File: src/design/mck_pkg.sv
// shared types, constants and code tables for the morse character keyer
package mck_pkg;

  typedef enum logic [1:0] {
    KIND_CODE,
    KIND_SPACE,
    KIND_OTHER
  } kind_t;

  typedef struct packed {
    kind_t       kind;
    logic [7:0]  code;
  } entry_t;

  localparam logic [7:0] CODE_END   = 8'h80;
  localparam logic [2:0] DASH_UNITS = 3'd3;
  localparam logic [2:0] DOT_UNITS  = 3'd1;
  localparam logic [2:0] ELEM_GAP   = 3'd2;
  localparam logic [2:0] CHAR_GAP   = 3'd5;
  localparam logic [2:0] WORD_GAP   = 3'd7;
  localparam logic [2:0] OTHER_GAP  = 3'd3;

  localparam logic [7:0] ASCII_ZERO  = 8'h30;
  localparam logic [7:0] ASCII_NINE  = 8'h39;
  localparam logic [7:0] ASCII_LOW_A = 8'h61;
  localparam logic [7:0] ASCII_LOW_Z = 8'h7a;
  localparam logic [7:0] ASCII_SPACE = 8'h20;

  function automatic logic [7:0] digit_code(input logic [3:0] idx);
    logic [7:0] c;
    unique case (idx)
      4'd0:    c = 8'hfc;
      4'd1:    c = 8'h7c;
      4'd2:    c = 8'h3c;
      4'd3:    c = 8'h1c;
      4'd4:    c = 8'h0c;
      4'd5:    c = 8'h04;
      4'd6:    c = 8'h84;
      4'd7:    c = 8'hc4;
      4'd8:    c = 8'he4;
      4'd9:    c = 8'hf4;
      default: c = 8'hfc;
    endcase
    return c;
  endfunction

  function automatic logic [7:0] letter_code(input logic [4:0] idx);
    logic [7:0] c;
    unique case (idx)
      5'd0:    c = 8'h60;
      5'd1:    c = 8'h88;
      5'd2:    c = 8'ha8;
      5'd3:    c = 8'h90;
      5'd4:    c = 8'h40;
      5'd5:    c = 8'h28;
      5'd6:    c = 8'hd0;
      5'd7:    c = 8'h08;
      5'd8:    c = 8'h20;
      5'd9:    c = 8'h78;
      5'd10:   c = 8'hb0;
      5'd11:   c = 8'h48;
      5'd12:   c = 8'he0;
      5'd13:   c = 8'ha0;
      5'd14:   c = 8'hf0;
      5'd15:   c = 8'h68;
      5'd16:   c = 8'hd8;
      5'd17:   c = 8'h50;
      5'd18:   c = 8'h10;
      5'd19:   c = 8'hc0;
      5'd20:   c = 8'h30;
      5'd21:   c = 8'h18;
      5'd22:   c = 8'h70;
      5'd23:   c = 8'h98;
      5'd24:   c = 8'hb8;
      5'd25:   c = 8'hc8;
      default: c = 8'h60;
    endcase
    return c;
  endfunction

endpackage

File: src/design/mck_front.sv
// front end: classifies an incoming character and looks up its code byte
module mck_front (
  input  logic           in_tvalid,
  output logic           in_tready,
  input  logic [7:0]     in_tdata,   // [7:0] character
  input  logic           q_ready,
  output logic           q_push,
  output mck_pkg::entry_t q_entry
);

  logic [7:0] digit_off;
  logic [7:0] letter_off;

  assign digit_off  = in_tdata - mck_pkg::ASCII_ZERO;
  assign letter_off = in_tdata - mck_pkg::ASCII_LOW_A;

  always_comb begin
    q_entry.kind = mck_pkg::KIND_OTHER;
    q_entry.code = mck_pkg::CODE_END;
    if (in_tdata >= mck_pkg::ASCII_ZERO && in_tdata <= mck_pkg::ASCII_NINE) begin
      q_entry.kind = mck_pkg::KIND_CODE;
      q_entry.code = mck_pkg::digit_code(digit_off[3:0]);
    end else if (in_tdata >= mck_pkg::ASCII_LOW_A && in_tdata <= mck_pkg::ASCII_LOW_Z) begin
      q_entry.kind = mck_pkg::KIND_CODE;
      q_entry.code = mck_pkg::letter_code(letter_off[4:0]);
    end else if (in_tdata == mck_pkg::ASCII_SPACE) begin
      q_entry.kind = mck_pkg::KIND_SPACE;
    end
  end

  assign in_tready = q_ready;
  assign q_push    = in_tvalid & q_ready;

endmodule

File: src/design/mck_queue.sv
// two-entry queue between the classifier and the segment sequencer
module mck_queue (
  input  logic            clk,
  input  logic            rst_n,
  input  logic            push,
  input  mck_pkg::entry_t push_entry,
  output logic            ready,
  input  logic            pop,
  output logic            valid,
  output mck_pkg::entry_t head
);

  mck_pkg::entry_t slot_r [2];
  logic            wr_ptr_r, wr_ptr_nxt;
  logic            rd_ptr_r, rd_ptr_nxt;
  logic [1:0]      count_r, count_nxt;

  assign ready = (count_r != 2'd2);
  assign valid = (count_r != 2'd0);
  assign head  = slot_r[rd_ptr_r];

  always_comb begin
    wr_ptr_nxt = wr_ptr_r ^ push;
    rd_ptr_nxt = rd_ptr_r ^ pop;
    count_nxt  = count_r + {1'b0, push} - {1'b0, pop};
  end

  always_ff @(posedge clk) begin
    if (!rst_n) begin
      wr_ptr_r <= 1'b0;
      rd_ptr_r <= 1'b0;
      count_r  <= 2'd0;
    end else begin
      wr_ptr_r <= wr_ptr_nxt;
      rd_ptr_r <= rd_ptr_nxt;
      count_r  <= count_nxt;
    end
  end

  always_ff @(posedge clk) begin
    if (push) begin
      slot_r[wr_ptr_r] <= push_entry;
    end
  end

endmodule

File: src/design/mck_back.sv
// back end: walks a code byte, one key segment per cycle unless stalled
module mck_back (
  input  logic            clk,
  input  logic            rst_n,
  input  logic            q_valid,
  input  mck_pkg::entry_t q_head,
  output logic            q_pop,
  output logic            out_tvalid,
  input  logic            out_tready,
  output logic [7:0]      out_tdata,  // [0] key_on, [3:1] units, [7:4] zero
  output logic            out_tlast
);

  typedef enum logic [1:0] {
    ST_IDLE,
    ST_MARK,
    ST_GAP
  } state_t;

  state_t     state_r, state_nxt;
  logic [7:0] code_r, code_nxt;
  logic       valid_r, valid_nxt;
  logic       key_on_r, key_on_nxt;
  logic [2:0] units_r, units_nxt;
  logic       last_r, last_nxt;
  logic       slot_free;
  logic       final_gap;

  assign slot_free = ~valid_r | out_tready;
  assign final_gap = (code_r == mck_pkg::CODE_END);
  assign q_pop     = (state_r == ST_IDLE) & slot_free & q_valid;

  always_comb begin
    state_nxt  = state_r;
    code_nxt   = code_r;
    valid_nxt  = valid_r & ~out_tready;
    key_on_nxt = key_on_r;
    units_nxt  = units_r;
    last_nxt   = last_r;
    if (slot_free) begin
      unique case (state_r)
        ST_IDLE: begin
          if (q_valid) begin
            valid_nxt = 1'b1;
            unique case (q_head.kind)
              mck_pkg::KIND_CODE: begin
                // first dot or dash straight from the queue head
                key_on_nxt = 1'b1;
                units_nxt  = q_head.code[7] ? mck_pkg::DASH_UNITS : mck_pkg::DOT_UNITS;
                last_nxt   = 1'b0;
                code_nxt   = {q_head.code[6:0], 1'b0};
                state_nxt  = ST_GAP;
              end
              mck_pkg::KIND_SPACE: begin
                key_on_nxt = 1'b0;
                units_nxt  = mck_pkg::WORD_GAP;
                last_nxt   = 1'b1;
              end
              default: begin
                key_on_nxt = 1'b0;
                units_nxt  = mck_pkg::OTHER_GAP;
                last_nxt   = 1'b1;
              end
            endcase
          end
        end
        ST_MARK: begin
          valid_nxt  = 1'b1;
          key_on_nxt = 1'b1;
          units_nxt  = code_r[7] ? mck_pkg::DASH_UNITS : mck_pkg::DOT_UNITS;
          last_nxt   = 1'b0;
          code_nxt   = {code_r[6:0], 1'b0};
          state_nxt  = ST_GAP;
        end
        ST_GAP: begin
          valid_nxt  = 1'b1;
          key_on_nxt = 1'b0;
          units_nxt  = final_gap ? mck_pkg::CHAR_GAP : mck_pkg::ELEM_GAP;
          last_nxt   = final_gap;
          state_nxt  = final_gap ? ST_IDLE : ST_MARK;
        end
        default: begin
          state_nxt = ST_IDLE;
        end
      endcase
    end
  end

  always_ff @(posedge clk) begin
    if (!rst_n) begin
      state_r <= ST_IDLE;
      valid_r <= 1'b0;
    end else begin
      state_r <= state_nxt;
      valid_r <= valid_nxt;
    end
    code_r   <= code_nxt;
    key_on_r <= key_on_nxt;
    units_r  <= units_nxt;
    last_r   <= last_nxt;
  end

  assign out_tvalid = valid_r;
  assign out_tdata  = {4'b0000, units_r, key_on_r};
  assign out_tlast  = last_r;

`ifndef SYNTHESIS
  // a mark is never the closing segment of a character
  a_mark_not_last: assert property (@(posedge clk) disable iff (!rst_n)
    valid_r && key_on_r |-> !last_r)
    else $error("mark segment flagged as last");

  // marks are dots or dashes only
  a_mark_units: assert property (@(posedge clk) disable iff (!rst_n)
    valid_r && key_on_r |-> (units_r == mck_pkg::DOT_UNITS || units_r == mck_pkg::DASH_UNITS))
    else $error("mark segment with bad length");

  // a pending mark still has elements left before the end marker
  a_mark_has_element: assert property (@(posedge clk) disable iff (!rst_n)
    state_r == ST_MARK |-> (code_r != mck_pkg::CODE_END && code_r != 8'h00))
    else $error("mark state with no element left");

  // every emitted mark is followed by the gap state
  a_mark_then_gap: assert property (@(posedge clk) disable iff (!rst_n)
    slot_free && state_r == ST_MARK |=> state_r == ST_GAP)
    else $error("mark not followed by gap");
`endif

endmodule

File: src/design/morse_character_keyer.sv
// top level of the morse character keyer
//
// Takes one ASCII character per item on the in_ stream and emits the Morse
// key segments for it on the out_ stream, one segment per item: key level in
// out_tdata[0], length in dot units in out_tdata[3:1], and out_tlast high on
// the final segment of the character. Digits and lower-case letters become a
// dot (1 unit) or dash (3 units) followed by a 2 unit gap for each element,
// with the gap after the last element stretched to 5 units. A space gives a
// single 7 unit gap and any other code a single 3 unit gap. The front end
// classifies the character and looks up its code byte in a fixed table; a
// two-entry queue holds classified characters so input can keep flowing
// while the sequencer works. The sequencer emits one segment per cycle into
// an output register while the output side does not stall. A space or
// unsupported code gives one segment, each dot or dash element gives two (a
// mark and a gap), so a digit gives ten segments. No state carries over
// between characters.
module morse_character_keyer (
  input  logic       clk,
  input  logic       rst_n,
  input  logic       in_tvalid,
  output logic       in_tready,
  input  logic [7:0] in_tdata,   // [7:0] character
  output logic       out_tvalid,
  input  logic       out_tready,
  output logic [7:0] out_tdata,  // [0] key_on, [3:1] units, [7:4] zero
  output logic       out_tlast
);

  // classified characters flowing from front end to sequencer
  mck_pkg::entry_t push_entry;
  mck_pkg::entry_t head_entry;
  logic            q_push;
  logic            q_ready;
  logic            q_pop;
  logic            q_valid;

  mck_front u_front (
    .in_tvalid (in_tvalid),
    .in_tready (in_tready),
    .in_tdata  (in_tdata),
    .q_ready   (q_ready),
    .q_push    (q_push),
    .q_entry   (push_entry)
  );

  mck_queue u_queue (
    .clk        (clk),
    .rst_n      (rst_n),
    .push       (q_push),
    .push_entry (push_entry),
    .ready      (q_ready),
    .pop        (q_pop),
    .valid      (q_valid),
    .head       (head_entry)
  );

  // sequencer walks the code byte msb first until only the end marker remains
  mck_back u_back (
    .clk        (clk),
    .rst_n      (rst_n),
    .q_valid    (q_valid),
    .q_head     (head_entry),
    .q_pop      (q_pop),
    .out_tvalid (out_tvalid),
    .out_tready (out_tready),
    .out_tdata  (out_tdata),
    .out_tlast  (out_tlast)
  );

endmodule

File: config.mk
export PLATFORM = sky130hd
export DESIGN_NAME = morse_character_keyer
export DESIGN_NICKNAME = d
export VERILOG_FILES = /design/src/design/mck_pkg.sv /design/src/design/mck_front.sv /design/src/design/mck_queue.sv /design/src/design/mck_back.sv /design/src/design/morse_character_keyer.sv
export SDC_FILE = /design/constraint.sdc
export NUM_CORES = 1
export LEC_CHECK = 0
export ABC_AREA = 1
export BUFFER_PORTS_ARGS = -buffer_cell sky130_fd_sc_hd__buf_2
export CAP_MARGIN = 20
export CORE_UTILIZATION = 55
export DETAILED_ROUTE_END_ITERATION = 10
export PLACE_DENSITY = 0.81
export SYNTH_ARGS = -nofsm -noshare
export SYNTH_HDL_FRONTEND = slang
export SYNTH_SLANG_ARGS = --single-unit
File: constraint.sdc
create_clock -name clk -period 2.6 [get_ports clk]
set_input_delay 0.13 -clock clk [delete_from_list [all_inputs] [get_ports clk]]
set_output_delay 0.13 -clock clk [all_outputs]
set_load 0.02 [all_outputs]
==> results.md <==
- HP Class: in -> reg
- Crit-path max cell delay: 0.38 ns
- Synth unique cells: 29
- Synth Warn #: 0
- Gpl congestion: 0.878
- Die ar.: 0.00419 sq mm
- Top Ports: 23
- Largest family of logic cells by synthesized area: simple AND/OR/NAND/NOR gates
- Fin cells: 333
- Syn_area_per_cell: 8.17 sq um
- Pre-CTS setup slack: 0.333 ns
- Port buffer count: 18
- Synth async-reset ratio: 0%
- Top FF cell, synth: edfxtp_1
- EDFF count, synth: 26
- Clock transition at the registers of the reported paths: 0.07 ns
- Clk sinks: 34
- Combinational share of power: 34.2%
- Inserted Diodes: 0
- Finished Cell Area: 0.00237 sq mm
- Hpwl dp: 3010 microns
- Critical path's slowest cell: dfxtp_1
- XOR/XNOR Fraction of Synth Area: 1.68%
- Routed len/inst: 11.7 microns
- Largest net degree at the start of global routing: 14
- Sequential Area: 941 sq um
- Sw frac: 35.3%
- Final ANT Viol Nets: 0
- Synth Area in Adders: 9.83%
- Initial DRC Count: 81
- Highest clock rate: 0.502 GHz
- Starting Density: 58.2%
- WS Path Type: reg -> reg
- Synth Area in Compound Gates: 13.4%
- CTS resizes: 0
- Post-Syn Area: 0.00216 sq mm
- Critical path cell sequence: inv_1 -> ha_1 -> inv_1 -> nor2_1 -> nand2_1 -> inv_1 -> ha_1 -> inv_1 -> ha_1 -> xor2_1 -> o21ai_0 -> a21oi_1
- Startpoint types: flop
- Peak supply drop: 0.000363 V
- Worst-Margin Slew: 0.521 ns
- Run status: finished, final reports clean
- Simple-Gate Fraction of Synth Area: 23.8%
- Placed Area: 0.00226 sq mm
- Placeable Area: 0.00372 sq mm
- Pint: 1.28 mW
- Arrival time at the worst endpoint: 2.16 ns
- CP top delay family: adder cells
- Hold Slack: 0.0709 ns
- Crit path max fanout: 4
- Most frequent cells in the layout: nand2_1, edfxtp_1, inv_1, o21ai_0, a21oi_1
- P per Cell Area: 836 mW/mm^2
- Worst slew margin: 65.2%
- Required time of the critical path: 2.77 ns
- First-pass DRT Iterations: 4
- Layout cells sized above 1: 13.7%
- Seq pwr share: 42.4%
- Endpoints failing hold: 0
- GRT Overall Usage: 21.1%
- Critical path's most frequent cell: inv_1
- Max Cap Viol: 0
- Floorplan row count: 22
- Postcts setup bufs: 0
- Clk pwr share: 23.4%
- Largest buffer count on any clock path: 2
- Post-synthesis cell count: 265
- Htree depth: 2
- Final Net Count: 313
- CTS Buf Count: 5
- FF+latch count, synth: 34
- Post-layout min period: 1.99 ns
- CTS tree: built
- Final Cycle Share: 76.6%
- DRC Markers: 0
- Setup slack after layout: 0.607 ns
- Worst path bufs/invs: 4
- Most common cell after layout, fill and taps aside: nand2_1
- Total power: 1.98 mW
- Routed wire length: 3890 microns
- Crit. End Element: flop
- Post-Route Setup TNS: 0 ns
- Area Growth Syn to Fin: 9.65%
- Die Ht: 64.7 microns
- Multiplexer area fraction after synthesis: 0%
- Worst-Skew Late Latency: 0.28 ns
- Static leakage: 1.06 nW
- Area of the multi-input gates: 0.00107 sq mm
- Final Util: 63.9%
- Final setup vio count: 0
- Gr ovfl total: 0
- Root Buffer: clkbuf_8
- Initial antenna violation count: 0
- Total number of vias: 1702
- RSZ-0062 raised after global routing: false
- Die Wd: 64.7 microns
- # hold bufs at CTS: 0
- Clock Skews: 0.00457 ns
- DR vias/cell: 5.11
- Number of global-route vias before repair: 1603
- First-pass GRT wire length: 6780 microns
- Placed cells: 325
- Sequential area share after synthesis: 43.5%
- Fillers: 313
- NetSw: 0.701 mW
- Max Slew Vio Count: 0
[worst paths after layout]
path	start	end	slack [ns]	cells past startpoint
worst min-delay path	rst_n	u_queue.count_r[0]	0.07	3
worst max-delay path	u_back.state_r[0]	u_queue.count_r[1]	0.61	12
worst max register to register	u_back.state_r[0]	u_queue.count_r[1]	0.61	12
worst min register to register	u_queue.rd_ptr_r	u_queue.rd_ptr_r	0.46	1
[per-layer routing]
layer  part of all wire (%)  track usage (%)  vias to the layer above
met3                    2.8             4.93                        4
li1                       -                -                      907
met4                   0.93             9.44                        0
met1                     44             24.2                      753
met5                      0                0                        -
met2                     52             37.1                       38
[power groups by stage]
stage	logic, mW	clock network (mW)	registers [mW]
detailed placement	0.670	0	0.853
CTS	0.678	0.475	0.842
floorplan	0.514	0	0.871
global route	0.785	0.497	0.861
finish	0.678	0.465	0.840
global placement	0.655	0	0.849
[cells by family (layout without fill, tap and decap cells)]
kind of cell	after synthesis	in the layout
simple gates	122	122
compound gates	52	52
buf+inv	37	54
flops	34	34
fa+ha+maj	17	17
xor+xnor	2	2
other cells	1	4
[final cells by class]
class / count / share of cell area (%)
Clock buffer: 5 / 2.90
Clock inverter: 3 / 1.69
Inverter: 28 / 4.43
Multi-Input combinational cell: 197 / 45.0
Sequential cell: 34 / 39.6
Tap cell: 48 / 2.53
Timing Repair Buffer: 18 / 3.80
[cells in the mapped netlist, types with 2 or more instances]
library cell | n | area [sq um]
inv_2 | 3 | 11.3
nor2_2 | 3 | 18.8
edfxtp_1 | 26 | 781
dfxtp_1 | 8 | 160
o21bai_1 | 2 | 15.0
a21oi_1 | 21 | 105
o21ai_1 | 3 | 15.0
nand3_1 | 18 | 90.1
o21ai_0 | 21 | 105
nand4_1 | 2 | 12.5
nand2_1 | 71 | 267
nor2_1 | 20 | 75.1
nand2_2 | 3 | 18.8
nor3_1 | 3 | 15.0
inv_1 | 25 | 93.8
ha_1 | 17 | 213
buf_4 | 7 | 52.6
[flip-flops by register name, summed over array words and instances (netlist names), named ones only]
signal,count
u_back.out_tvalid,1
u_queue.count_r,2
u_back.key_on_r,1
u_queue.slot_r,16
u_back.code_r,5
u_queue.wr_ptr_r,1
u_back.units_r,3
u_queue.rd_ptr_r,1
u_back.state_r,2
u_back.out_tlast,1
[tightest hold or removal path, stage by stage]
cell and delay [ns]:
buf_2 0.11, nand2_1 0.05, inv_1 0.04
Power figures use the tool's default switching activity.
